<file path="config.mk">
export PLATFORM = sky130hd
export DESIGN_NAME = udp_flow_stats_table
export DESIGN_NICKNAME = d
export VERILOG_FILES = /design/src/sv/ufst_pkg.sv /design/src/sv/ufst_front.sv /design/src/sv/ufst_back.sv /design/src/sv/udp_flow_stats_table.sv
export VERILOG_INCLUDE_DIRS = /design/src /design/src/sv
export SDC_FILE = /design/constraint.sdc
export NUM_CORES = 2
export LEC_CHECK = 0
export BUFFER_PORTS_ARGS = -buffer_cell sky130_fd_sc_hd__clkbuf_2
export CAP_MARGIN = 5
export CORE_AREA = 2 2 384 767
export DETAILED_ROUTE_END_ITERATION = 6
export DIE_AREA = 0 0 386 769
export PLACE_DENSITY = 0.71
export SLEW_MARGIN = 20
export SYNTH_ARGS = -nofsm -noshare
export SYNTH_HDL_FRONTEND = slang
export SYNTH_SLANG_ARGS = --single-unit
</file>
<file path="constraint.sdc">
create_clock -name i_clk -period 16.3 [get_ports i_clk]
set_input_delay 0.815 -clock i_clk [delete_from_list [all_inputs] [get_ports i_clk]]
set_output_delay 0.815 -clock i_clk [all_outputs]
set_load 0.005 [all_outputs]
</file>
<file path="src/sv/assert_macros.svh">
// ----------------------------------------------------------------------------
// assert_macros: concurrent assertion helpers
// clocked checks that compile away for synthesis
// ----------------------------------------------------------------------------
`ifndef ASSERT_MACROS_SVH
`define ASSERT_MACROS_SVH
`ifndef SYNTHESIS
// check under reset: disabled while the reset is active
`define ASSERT_RST(lbl, clk, rst_n, prop, msg) \
    lbl: assert property (@(posedge clk) disable iff (!rst_n) prop) else $error(msg);
// check that also holds during reset
`define ASSERT_ALWAYS(lbl, clk, prop, msg) \
    lbl: assert property (@(posedge clk) prop) else $error(msg);
`else
`define ASSERT_RST(lbl, clk, rst_n, prop, msg)
`define ASSERT_ALWAYS(lbl, clk, prop, msg)
`endif
`endif

</file>
<file path="src/sv/ufst_pkg.sv">
// ----------------------------------------------------------------------------
// ufst_pkg: shared types and constants
// item, result and status types of the udp flow statistics table
// ----------------------------------------------------------------------------
package ufst_pkg;

    localparam logic [2:0] KIND_HIT   = 3'd0;
    localparam logic [2:0] KIND_NEW   = 3'd1;
    localparam logic [2:0] KIND_FULL  = 3'd2;
    localparam logic [2:0] KIND_DUMP  = 3'd3;
    localparam logic [2:0] KIND_EMPTY = 3'd4;

    localparam logic [31:0] PTP_MCAST_ADDR = 32'hE000_0181;
    localparam logic [31:0] BCAST_ADDR     = 32'hFFFF_FFFF;
    localparam logic [31:0] PKT_MAX        = 32'hFFFF_FFFF;
    localparam logic [47:0] BYTE_MAX       = 48'hFFFF_FFFF_FFFF;

    localparam int USED_W = 7;

    typedef struct packed {
        logic        cmd;
        logic [31:0] src_addr;
        logic [31:0] dst_addr;
        logic [15:0] sport;
        logic [15:0] dport;
        logic [15:0] pkt_length;
        logic        sys;
    } t_item;

    typedef struct packed {
        logic [2:0]  kind;
        logic [31:0] src_addr;
        logic [31:0] dst_addr;
        logic [15:0] sport;
        logic [15:0] dport;
        logic [31:0] pkt_total;
        logic [47:0] byte_total;
        logic        sys;
        logic        last;
    } t_result;

    typedef struct packed {
        logic [1:0] level;
        logic       push;
        logic       pop;
    } t_fifo_stat;

    typedef struct packed {
        logic [USED_W-1:0] used;
    } t_back_stat;

    function automatic logic is_system_dst(input logic [31:0] dst);
        return (dst == PTP_MCAST_ADDR) || (dst == BCAST_ADDR);
    endfunction

endpackage

</file>
<file path="src/sv/ufst_front.sv">
// ----------------------------------------------------------------------------
// ufst_front: input side
// accepts items, classifies the destination and queues them two deep
// ----------------------------------------------------------------------------
module ufst_front import ufst_pkg::*; (
    input  logic       i_clk,
    input  logic       i_rst_n,
    input  logic       i_valid,
    input  t_item      i_item,
    output logic       o_ready,
    output logic       o_head_valid,
    output t_item      o_head,
    input  logic       i_pop,
    output t_fifo_stat o_stat
);

    t_item      r_q [2];
    logic       r_wptr, r_rptr;
    logic [1:0] r_level;
    logic       push;
    t_item      cls;

    always_comb begin
        cls     = i_item;
        cls.sys = is_system_dst(i_item.dst_addr);
    end

    assign o_ready      = (r_level != 2'd2);
    assign push         = i_valid && o_ready;
    assign o_head_valid = (r_level != 2'd0);
    assign o_head       = r_q[r_rptr];
    assign o_stat       = '{level: r_level, push: push, pop: i_pop && o_head_valid};

    always_ff @(posedge i_clk) begin
        if (push) begin
            r_q[r_wptr] <= cls;
        end
    end

    always_ff @(posedge i_clk) begin
        if (!i_rst_n) begin
            r_wptr  <= 1'b0;
            r_rptr  <= 1'b0;
            r_level <= 2'd0;
        end else begin
            if (push) begin
                r_wptr <= ~r_wptr;
            end
            if (i_pop && o_head_valid) begin
                r_rptr <= ~r_rptr;
            end
            r_level <= r_level + 2'(push) - 2'(i_pop && o_head_valid);
        end
    end

endmodule

</file>
<file path="src/sv/ufst_back.sv">
// ----------------------------------------------------------------------------
// ufst_back: flow table engine
// key match, counter update, append and dump sequencing with output register
// ----------------------------------------------------------------------------
module ufst_back import ufst_pkg::*; #(
    parameter int FLOW_ENTRIES = 16
) (
    input  logic       i_clk,
    input  logic       i_rst_n,
    input  logic       i_skip,
    input  logic       i_head_valid,
    input  t_item      i_head,
    output logic       o_pop,
    output logic       o_res_valid,
    output t_result    o_res,
    input  logic       i_res_ready,
    output t_back_stat o_stat
);

    localparam int IW = (FLOW_ENTRIES > 1) ? $clog2(FLOW_ENTRIES) : 1;
    localparam int CW = $clog2(FLOW_ENTRIES + 1);

    localparam logic [2:0] S_IDLE  = 3'd0;
    localparam logic [2:0] S_MATCH = 3'd1;
    localparam logic [2:0] S_UPD   = 3'd2;
    localparam logic [2:0] S_DREAD = 3'd3;
    localparam logic [2:0] S_DCHK  = 3'd4;
    localparam logic [2:0] S_DEND  = 3'd5;

    // key lanes
    logic [31:0] r_ksa  [FLOW_ENTRIES];
    logic [31:0] r_kda  [FLOW_ENTRIES];
    logic [15:0] r_ksp  [FLOW_ENTRIES];
    logic [15:0] r_kdp  [FLOW_ENTRIES];
    logic        r_ksys [FLOW_ENTRIES];
    // counter memory: packets in the top 32 bits, bytes below
    logic [79:0] r_cnt  [FLOW_ENTRIES];
    logic [79:0] r_rd;

    logic [2:0]    r_state, n_state;
    logic [CW-1:0] r_used, n_used;
    logic [CW-1:0] r_ptr, n_ptr;
    t_item         r_item, n_item;
    logic          r_hit, n_hit;
    logic [IW-1:0] r_idx, n_idx;
    logic          r_pend_v, n_pend_v;
    logic [IW-1:0] r_pend_idx, n_pend_idx;
    logic [31:0]   r_pend_pk, n_pend_pk;
    logic [47:0]   r_pend_by, n_pend_by;
    logic          r_pend_sys, n_pend_sys;
    logic          r_out_v, n_out_v;
    t_result       r_out, n_out;

    logic          rd_en, wr_en, key_we;
    logic [IW-1:0] rd_addr, wr_addr;
    logic [79:0]   wr_data;
    logic          any_hit;
    logic [IW-1:0] hit_idx;
    logic          out_free;
    logic [31:0]   cur_pk, upd_pk;
    logic [47:0]   cur_by, upd_by;
    logic [48:0]   by_sum;
    logic          listed;

    // parallel compare, first match wins
    always_comb begin
        any_hit = 1'b0;
        hit_idx = '0;
        for (int j = FLOW_ENTRIES - 1; j >= 0; j--) begin
            if ((CW'(j) < r_used) && r_ksa[j] == r_item.src_addr &&
                r_kda[j] == r_item.dst_addr && r_ksp[j] == r_item.sport &&
                r_kdp[j] == r_item.dport) begin
                any_hit = 1'b1;
                hit_idx = IW'(j);
            end
        end
    end

    assign out_free = !r_out_v || i_res_ready;
    assign cur_pk   = r_rd[79:48];
    assign cur_by   = r_rd[47:0];
    assign upd_pk   = (cur_pk == PKT_MAX) ? cur_pk : cur_pk + 32'd1;
    assign by_sum   = {1'b0, cur_by} + {33'd0, r_item.pkt_length};
    assign upd_by   = by_sum[48] ? BYTE_MAX : by_sum[47:0];
    assign listed   = (cur_pk != '0) && !(i_skip && r_ksys[r_ptr[IW-1:0]]);

    always_comb begin
        n_state    = r_state;
        n_used     = r_used;
        n_ptr      = r_ptr;
        n_item     = r_item;
        n_hit      = r_hit;
        n_idx      = r_idx;
        n_pend_v   = r_pend_v;
        n_pend_idx = r_pend_idx;
        n_pend_pk  = r_pend_pk;
        n_pend_by  = r_pend_by;
        n_pend_sys = r_pend_sys;
        n_out_v    = r_out_v && !i_res_ready;
        n_out      = r_out;
        o_pop      = 1'b0;
        rd_en      = 1'b0;
        rd_addr    = '0;
        wr_en      = 1'b0;
        wr_addr    = '0;
        wr_data    = '0;
        key_we     = 1'b0;
        case (r_state)
            S_IDLE: begin
                if (i_head_valid) begin
                    o_pop    = 1'b1;
                    n_item   = i_head;
                    n_ptr    = '0;
                    n_pend_v = 1'b0;
                    n_state  = i_head.cmd ? S_DREAD : S_MATCH;
                end
            end
            S_MATCH: begin
                n_hit   = any_hit;
                n_idx   = hit_idx;
                rd_en   = 1'b1;
                rd_addr = hit_idx;
                n_state = S_UPD;
            end
            S_UPD: begin
                if (out_free) begin
                    n_out_v  = 1'b1;
                    n_out    = '{kind: KIND_FULL, src_addr: r_item.src_addr,
                                 dst_addr: r_item.dst_addr, sport: r_item.sport,
                                 dport: r_item.dport, pkt_total: '0,
                                 byte_total: '0, sys: r_item.sys, last: 1'b1};
                    if (r_hit) begin
                        wr_en            = 1'b1;
                        wr_addr          = r_idx;
                        wr_data          = {upd_pk, upd_by};
                        n_out.kind       = KIND_HIT;
                        n_out.pkt_total  = upd_pk;
                        n_out.byte_total = upd_by;
                    end else if (r_used < CW'(FLOW_ENTRIES)) begin
                        wr_en            = 1'b1;
                        key_we           = 1'b1;
                        wr_addr          = r_used[IW-1:0];
                        wr_data          = {32'd1, 32'd0, r_item.pkt_length};
                        n_used           = r_used + CW'(1);
                        n_out.kind       = KIND_NEW;
                        n_out.pkt_total  = 32'd1;
                        n_out.byte_total = {32'd0, r_item.pkt_length};
                    end
                    n_state = S_IDLE;
                end
            end
            S_DREAD: begin
                if (r_ptr == r_used) begin
                    n_state = S_DEND;
                end else begin
                    rd_en   = 1'b1;
                    rd_addr = r_ptr[IW-1:0];
                    n_state = S_DCHK;
                end
            end
            S_DCHK: begin
                if (!listed) begin
                    n_ptr   = r_ptr + CW'(1);
                    n_state = S_DREAD;
                end else if (!r_pend_v || out_free) begin
                    if (r_pend_v) begin
                        n_out_v = 1'b1;
                        n_out   = '{kind: KIND_DUMP, src_addr: r_ksa[r_pend_idx],
                                    dst_addr: r_kda[r_pend_idx],
                                    sport: r_ksp[r_pend_idx],
                                    dport: r_kdp[r_pend_idx], pkt_total: r_pend_pk,
                                    byte_total: r_pend_by, sys: r_pend_sys, last: 1'b0};
                    end
                    n_pend_v   = 1'b1;
                    n_pend_idx = r_ptr[IW-1:0];
                    n_pend_pk  = cur_pk;
                    n_pend_by  = cur_by;
                    n_pend_sys = r_ksys[r_ptr[IW-1:0]];
                    wr_en      = 1'b1;
                    wr_addr    = r_ptr[IW-1:0];
                    wr_data    = '0;
                    n_ptr      = r_ptr + CW'(1);
                    n_state    = S_DREAD;
                end
            end
            S_DEND: begin
                if (out_free) begin
                    n_out_v = 1'b1;
                    if (r_pend_v) begin
                        n_out = '{kind: KIND_DUMP, src_addr: r_ksa[r_pend_idx],
                                  dst_addr: r_kda[r_pend_idx], sport: r_ksp[r_pend_idx],
                                  dport: r_kdp[r_pend_idx], pkt_total: r_pend_pk,
                                  byte_total: r_pend_by, sys: r_pend_sys, last: 1'b1};
                    end else begin
                        n_out      = '0;
                        n_out.kind = KIND_EMPTY;
                        n_out.last = 1'b1;
                    end
                    n_pend_v = 1'b0;
                    n_state  = S_IDLE;
                end
            end
            default: begin
                n_state = S_IDLE;
            end
        endcase
    end

    // counter memory, one write and one registered read port
    always_ff @(posedge i_clk) begin
        if (wr_en) begin
            r_cnt[wr_addr] <= wr_data;
        end
        if (rd_en) begin
            r_rd <= r_cnt[rd_addr];
        end
    end

    always_ff @(posedge i_clk) begin
        if (key_we) begin
            r_ksa[wr_addr]  <= r_item.src_addr;
            r_kda[wr_addr]  <= r_item.dst_addr;
            r_ksp[wr_addr]  <= r_item.sport;
            r_kdp[wr_addr]  <= r_item.dport;
            r_ksys[wr_addr] <= r_item.sys;
        end
    end

    always_ff @(posedge i_clk) begin
        r_item     <= n_item;
        r_hit      <= n_hit;
        r_idx      <= n_idx;
        r_pend_idx <= n_pend_idx;
        r_pend_pk  <= n_pend_pk;
        r_pend_by  <= n_pend_by;
        r_pend_sys <= n_pend_sys;
        r_out      <= n_out;
        if (!i_rst_n) begin
            r_state  <= S_IDLE;
            r_used   <= '0;
            r_ptr    <= '0;
            r_pend_v <= 1'b0;
            r_out_v  <= 1'b0;
        end else begin
            r_state  <= n_state;
            r_used   <= n_used;
            r_ptr    <= n_ptr;
            r_pend_v <= n_pend_v;
            r_out_v  <= n_out_v;
        end
    end

    assign o_res_valid = r_out_v;
    assign o_res       = r_out;
    assign o_stat      = '{used: USED_W'(r_used)};

endmodule

</file>
<file path="src/sv/udp_flow_stats_table.sv">
// ----------------------------------------------------------------------------
// udp_flow_stats_table: per-flow packet and byte counters
// counts udp packets per 4-tuple, appends new flows and dumps the table
// ----------------------------------------------------------------------------
//  channel   dir  handshake               payload
//  s (item)  in   i_s_tvalid/o_s_tready   tdata keys+length, tuser cmd
//  m (res)   out  o_m_tvalid/i_m_tready   tdata flow+totals, tuser kind+sys, tlast
//  apb cfg   in   psel/penable/pready     register skip_system at byte address 0
//
//  a packet moves through the engine in order: queue pop, parallel key match
//  with counter read, then counter update or append with the result load
//  a dump pops, reads and checks each table entry in turn through the single
//  read port of the counter memory, then runs the end check and final load;
//  each listed entry is held one step so that the final one can carry tlast
//  reset is synchronous, active low; the table is empty after it
//  a two deep queue in front keeps taking items, until it is full, while the
//  engine or the output register is stalled
// ----------------------------------------------------------------------------
`include "assert_macros.svh"

module udp_flow_stats_table import ufst_pkg::*; #(
    parameter int FLOW_ENTRIES = 16
) (
    input  logic         i_clk,
    input  logic         i_rst_n,
    // item channel
    input  logic         i_s_tvalid,
    output logic         o_s_tready,
    input  logic [111:0] i_s_tdata,  // src addr, dst addr, src port, dst port, length
    input  logic         i_s_tuser,  // cmd
    // result channel
    output logic         o_m_tvalid,
    input  logic         i_m_tready,
    output logic [175:0] o_m_tdata,  // flow src addr, flow dst addr, flow src port,
                                     // flow dst port, packet_total, byte_total
    output logic [3:0]   o_m_tuser,  // kind, system_flow
    output logic         o_m_tlast,
    // configuration
    input  logic         psel,
    input  logic         penable,
    input  logic         pwrite,
    input  logic [2:0]   paddr,
    input  logic [31:0]  pwdata,
    output logic [31:0]  prdata,
    output logic         pready
);

    localparam logic [2:0] ADDR_SKIP_SYSTEM = 3'd0;
    localparam logic [USED_W-1:0] USED_MAX = USED_W'(FLOW_ENTRIES);

    logic              r_skip;
    t_item             in_item;
    t_item             head;
    logic              head_valid, pop;
    t_result           res;
    t_fifo_stat        fstat;
    t_back_stat        bstat;
    logic [1:0]        lvl;
    logic              up_only;
    logic [USED_W-1:0] used_cnt;

    // apb register, writes land on the access cycle
    assign pready = 1'b1;
    assign prdata = (paddr == ADDR_SKIP_SYSTEM) ? {31'd0, r_skip} : 32'd0;

    always_ff @(posedge i_clk) begin
        if (!i_rst_n) begin
            r_skip <= 1'b1;
        end else if (psel && penable && pwrite && pready && paddr == ADDR_SKIP_SYSTEM) begin
            r_skip <= pwdata[0];
        end
    end

    // unpack the item transfer
    always_comb begin
        in_item            = '0;
        in_item.cmd        = i_s_tuser;
        in_item.src_addr   = i_s_tdata[31:0];
        in_item.dst_addr   = i_s_tdata[63:32];
        in_item.sport      = i_s_tdata[79:64];
        in_item.dport      = i_s_tdata[95:80];
        in_item.pkt_length = i_s_tdata[111:96];
    end

    ufst_front u_front (
        .i_clk        (i_clk),
        .i_rst_n      (i_rst_n),
        .i_valid      (i_s_tvalid),
        .i_item       (in_item),
        .o_ready      (o_s_tready),
        .o_head_valid (head_valid),
        .o_head       (head),
        .i_pop        (pop),
        .o_stat       (fstat)
    );

    ufst_back #(
        .FLOW_ENTRIES (FLOW_ENTRIES)
    ) u_back (
        .i_clk        (i_clk),
        .i_rst_n      (i_rst_n),
        .i_skip       (r_skip),
        .i_head_valid (head_valid),
        .i_head       (head),
        .o_pop        (pop),
        .o_res_valid  (o_m_tvalid),
        .o_res        (res),
        .i_res_ready  (i_m_tready),
        .o_stat       (bstat)
    );

    // pack the result transfer
    assign o_m_tdata = {res.byte_total, res.pkt_total, res.dport, res.sport,
                        res.dst_addr, res.src_addr};
    assign o_m_tuser = {res.sys, res.kind};
    assign o_m_tlast = res.last;

    assign lvl      = fstat.level;
    assign up_only  = fstat.push && !fstat.pop;
    assign used_cnt = bstat.used;

    // queue never overfills and tracks push without pop
    `ASSERT_RST(a_fifo_level, i_clk, i_rst_n, lvl != 2'd3, "queue level out of range")
    `ASSERT_RST(a_fifo_push, i_clk, i_rst_n, up_only |=> lvl == $past(lvl) + 2'd1, "push lost")
    // the table only grows and never past its size
    `ASSERT_RST(a_used_grow, i_clk, i_rst_n, used_cnt >= $past(used_cnt), "flow count shrank")
    `ASSERT_RST(a_used_max, i_clk, i_rst_n, used_cnt <= USED_MAX, "flow count overran")

endmodule
</file>
==> summary.txt, run 1 <==
Run status
  • Status: did not finish
  • Exit stage: global routing (5_1_grt)
  • Tool error: [ERROR GRT-0116] Global routing finished with congestion. Check the congestion regions in the DRC Viewer.

Placed design
  • HPWL after detailed placement: 648,000 µm
  • GPL Wtd Cong: about 1.4
  • Port bufs: 307
  • Placed Area: 168,000 µm²

Clock network
  • Post-CTS Setup Bufs: 0
  • Clock sink count: around 3,600
  • Root buffer cell: clkbuf_16
  • CTS H-tree depth: 5
  • Post_cts resized: 0
  • Longest Clk Path Bufs: 4
  • Cts bufs inserted: approximately 320
  • Post-CTS Hold Buffers: 0

Floorplanning
  • Site Rows: between 200 and 300
  • # IOs: 371
  • Die X: approximately 390 µm
  • Initial Util: 54.9%
  • Die H: about 770 µm

Synthesis
  • Synthesis warning total: 0
  • Post-Synthesis Cells: 9,913
  • Synth Area per Inst: 16.1 µm²
  • Post-Syn Area: approximately 160,000 µm²
  • Register area share after synthesis: around two thirds
  • Top cell type's share of synthesized area: roughly 66%
  • Cell taking the most area after synthesis: edfxtp_1
  • Seq cells post-synth: 3,553
  • Main synth FF type: edfxtp_1
  • Fraction of registers with async set/reset: 0%
  • Cell variety after synth: 76
  • Synth area leaders: edfxtp_1 (66%), mux4_2 (6.8%), xnor2_1 (4.1%)
  • EDFF count, synth: 3,524

GRT
  • First-pass GRT wire length: 1,590,000 µm
  • Number of global-route vias before repair: 143,000
  • Total global-route track usage: 76.6%
  • Largest net degree at the start of global routing: 167
  • Congestion Overflow GR: slightly below 7,000
[Yosys cell counts, types with 6 or more instances]
cell type	count
a2111oi_0	14
a21o_1	22
a21oi_1	257
a221o_1	83
a22o_1	82
a31oi_1	19
a32o_1	7
and2_1	33
and3_1	37
and4_1	12
buf_1	108
buf_2	148
buf_4	48
buf_6	7
clkbuf_1	271
dfxtp_1	29
edfxtp_1	3524
ha_1	22
inv_1	104
mux2_2	438
mux2i_1	485
mux4_2	485
nand2_1	212
nand2b_1	210
nand3_1	66
nand3b_1	6
nand4_1	401
nand4b_1	18
nor2_1	350
nor2b_1	177
nor3_1	74
nor3b_1	11
nor4_1	353
nor4b_1	10
o2111ai_1	28
o21ai_0	104
o221ai_1	6
o22ai_1	96
or2_2	12
or3_1	13
or3b_2	7
or4_1	60
xnor2_1	755
xor2_1	643
[cells by family after synthesis]
logic type | count (synthesis) | synth area share [%]
AO/OA/AOI/OAI | 758 | 3.19
XOR/XNOR | 1398 | 7.68
adder cells (fa/ha/maj) | 23 | 0.185
buffers and inverters | 687 | 1.88
flip-flops | 3553 | 66.7
multiplexers | 1408 | 13.0
other | 2 | 0.00471
AND/OR/NAND/NOR | 2084 | 7.38
[per-layer routing]
| metal | overflow | global-route usage (%) |
|---|---|---|
| met5 | 5 | 24.0 |
| met4 | 2045 | 76.9 |
| met3 | 94 | 58.0 |
| met2 | 4640 | 96.6 |
| met1 | 32 | 75.6 |
[stage by stage]
step / setup WS [ns] / hold WS (ns) / util (%) / cells
after global placement: 6.94 / 0.448 / 58.0 / 13900
after CTS: 7.06 / 0.0282 / 61.5 / 14500
after floorplan: 3.85 / 0.406 / - / 9943
after detailed placement: 7.19 / 0.446 / 58.0 / 13900
==> inputs of run 2 (changes only) <==
- CORE_AREA: 2 2 384 767 -> 2 2 635 637
- DIE_AREA: 0 0 386 769 -> 0 0 637 639
- PLACE_DENSITY: 0.71 -> default
- PLACE_DENSITY_LB_ADDON: default -> 0.15
==> run 2 against run 1 <==
The flow now finishes, with violations (design-rule violations). Area after synthesis did not move. Synthesized cell count did not move.
==> summary.txt, run 2 <==
GRT
  • Total global-route track usage: ~37%
  • Initial antenna violation count: ~150
  • Number of global-route vias before repair: about 96,000
  • Largest net degree at the start of global routing: around 180
  • Congestion Overflow GR: 0
  • First-pass GRT wire length: 981,000 µm

Detailed routing
  • Routed len/inst: 47.1 µm
  • TritonRoute pass-1 iters: 7
  • Vias per cell: roughly 6.3
  • Vias: a little over 100k
  • DRT iter0 DRCs: approximately 15,000
  • Detailed Route WL: just under 800,000 µm
  • Residual DRC count: 1
  • Post-route ant nets: 0

Synthesis
  • Cell taking the most area after synthesis: edfxtp_1
  • EDFF count, synth: around 3,500
  • Fraction of registers with async set/reset: 0%
  • Cell variety after synth: 76
  • Register area share after synthesis: 66.7%
  • Synthesis warning total: 0
  • Seq cells post-synth: ~3,600
  • Most frequent cell after synthesis: edfxtp_1
  • Main synth FF type: edfxtp_1
  • Most frequent cells after synthesis: edfxtp_1 (3,524), xnor2_1 (755), xor2_1 (643)
  • Synth area leaders: edfxtp_1 (66%), mux4_2 (6.8%), xnor2_1 (4.1%)
  • Synth Area per Inst: ~16 µm²
  • Post-Synthesis Cells: 9,913
  • Post-Syn Area: ~160,000 µm²
  • Top cell type's share of synthesized area: 66.3%

Floorplanning
  • Site Rows: 233
  • Die X: 637 µm
  • Core area: roughly 400,000 µm²
  • Die area: 407,000 µm²
  • # IOs: between 300 and 400
  • Initial Util: a little under 40%
  • Die H: about 640 µm

Clock network
  • CTS tree: built
  • Clock Latency Late Sink: 1.02 ns
  • Clock sink count: ~3,600
  • Root buffer cell: clkbuf_16
  • CTS H-tree depth: 5
  • Reg clk slew, reported paths: about 0.060 ns
  • Cts bufs inserted: approximately 400
  • Longest Clk Path Bufs: 4
  • Post-CTS Setup Bufs: 0

Layout
  • Largest regs: u_back.r_cnt x1280, u_back.r_kda x512, u_back.r_ksa x512
  • Area Overhead vs Synth: 14.9%
  • Commonest non-fill, non-tap cell in the layout: edfxtp_1
  • Nets@finish: roughly 11,000
  • Largest register FFs: approximately 1,300
  • Final Core Density: approximately 46%
  • Top reg by flops: u_back.r_cnt
  • Most frequent cells in the layout: edfxtp_1 (3,524), xnor2_1 (753), xor2_1 (642)
  • Share of cells above drive strength 1: a little over a fifth

Setup path
  • Worst endpoint data arrival time: ~10 ns
  • CP endpoint kind: flip-flop
  • WS Path Type: reg -> reg
  • Worst-path fanout max: between 100 and 150
  • R2r startpoint: u_back.r_item[54]$_DFFE_PP_
  • Critical path origin: u_back.r_item[54]$_DFFE_PP_
  • Crit path largest cell delay: roughly 0.88 ns
  • Required time of the critical path: approximately 17 ns
  • Critical-path top delay cell: nor4_1
  • Worst setup SP type: flip-flop
  • Crit path cell chain: buf_4 -> inv_1 -> o2bb2ai_1 -> nor4_1 -> nand4_1 -> nor4_1 -> a211oi_1 -> nor3_1 -> o311ai_1 -> buf_4 -> o21ai_4 -> buf_12 -> buf_4 -> buf_4 -> mux2_2 -> nor2_1 -> a21oi_1 -> a221o_1
  • CP most frequent cell: buf_4

STA
  • Final Skew: a little over 0.05 ns
  • Setup_tns: 0 ns
  • Fin crit period: 9.29 ns
  • Final worst-path cycle share: between 50% and 60%
  • Final Hold Violating Endpoints: 0
  • Worst Tran Pin Value: between 1 and 1.5 ns
  • Max transition margin: about 6.8%
  • Final Setup Violations: 0
  • Setup WS post-layout: roughly 7.0 ns
  • FMAX: between 0.1 and 0.15 GHz
  • Unrepaired setup endpoints after global routing: no
  • Max Slew Vio Count: 0

Run status
  • Failing checks: design-rule violations
  • Status: complete, but fails checks

Hold path
  • Worst min path class: in -> reg
  • Hold Path Origin: i_s_tdata[22]

Power and ir drop
  • Pwr/cell area: 162 nW/µm²
  • Highest ir drop seen on vdd: between 0.1 and 0.15 mV
  • Net Sw Frac: roughly 37%
  • Design Power: between 20,000 and 30,000 µW
  • Clock share of power: 31.1%
  • Leakage power: 0.0577 µW
  • Int Pwr: approximately 19,000 µW
  • Switching Power: 10,900 µW
  • Comb pwr share: between 20% and 30%
  • Flop pwr share: approximately two fifths

Placed design
  • Pre-CTS setup slack: 7.38 ns
  • GPL Wtd Cong: 1.05
  • HPWL after detailed placement: 566,000 µm
  • Port bufs: roughly 310

Job
  • Maxcap violations: 0
run 2: cell counts after synthesis:
Identical to the previous run, type by type.
run 2: timing repair:
| item | 4_1_cts | 5_1_grt |
|---|---|---|
| resized for setup | 0 | 0 |
| hold endpoints to repair | 195 | 0 |
| hold buffers | 98 | 0 |
run 2: worst paths after layout:
check | end | slack, ns | cells past startpoint
setup / recovery | u_back.r_rd[21]$_DFFE_PP_ | 7.01 | 18
hold / removal | u_front.r_q[1][103]$_DFFE_PP_ | 0.07 | 1
setup reg to reg | u_back.r_rd[21]$_DFFE_PP_ | 7.01 | 18
hold reg to reg | u_back.r_pend_by[15]$_DFFE_PP_ | 0.47 | 0
run 2: layout make-up:
cell class / count / area (µm²)
diodes: 140 / 350
clock buffers: 488 / 10500
clock inverters: 256 / 2610
fillers: 35100 / 218000
inverters: 105 / 399
multi-input cells: 5703 / 50900
flip-flops and latches: 3553 / 106000
well taps: 5287 / 6620
repair buffers: 762 / 5460
run 2: power groups by stage:
| stage | sequential (µW) | clock (µW) | combinational [µW] |
|---|---|---|---|
| after floorplan | 12100 | 0 | 3470 |
| after global placement | 12000 | 0 | 8300 |
| after detailed placement | 12000 | 0 | 8290 |
| after CTS | 11900 | 9340 | 8350 |
| after global routing | 11900 | 9670 | 8570 |
| final | 11900 | 9250 | 8590 |
run 2: cells by family (layout without fill, tap and decap cells):
logic type | count (synthesis) | count (layout) | synth area share [%]
and+or+nand+nor | 2084 | 2084 | 7.38
AOI/OAI and AO/OA | 758 | 758 | 3.19
xor gates and xnor gates | 1398 | 1398 | 7.68
buffers and inverters | 687 | 1611 | 1.88
other | 2 | 172 | 0.00471
muxes | 1408 | 1408 | 13.0
DFF | 3553 | 3553 | 66.7
adders and majority gates | 23 | 23 | 0.185
run 2: metrics by stage:
step	hold WS, ns	instance area [µm²]	cells
after CTS	0.00431	183000	16200
after floorplan	0.406	160000	9943
final	0.0736	183000	16300
after global routing	0.0533	183000	16200
after detailed placement	0.457	169000	15300
after global placement	0.451	169000	15300
run 2: layer usage:
layer | global-route usage [%] | up-vias | share of wire [%]
met1 | 48.7 | 54800 | 39
met2 | 57.1 | 6129 | 45
met4 | 20.2 | 54 | 6.4
li1 | - | 40300 | -
met3 | 7.81 | 1215 | 8.9
met5 | 0 | - | 0.048
run 2: critical path, delay by kind of cell (launching register included):
kind | cells | cell delay, ns
multiplexers | 1 | 0.41
AND/OR/NAND/NOR | 5 | 3.24
buffers and inverters | 6 | 3.20
flip-flops | 1 | 0.32
AO/OA/AOI/OAI | 6 | 1.52
(Power assumes the default switching activity.)
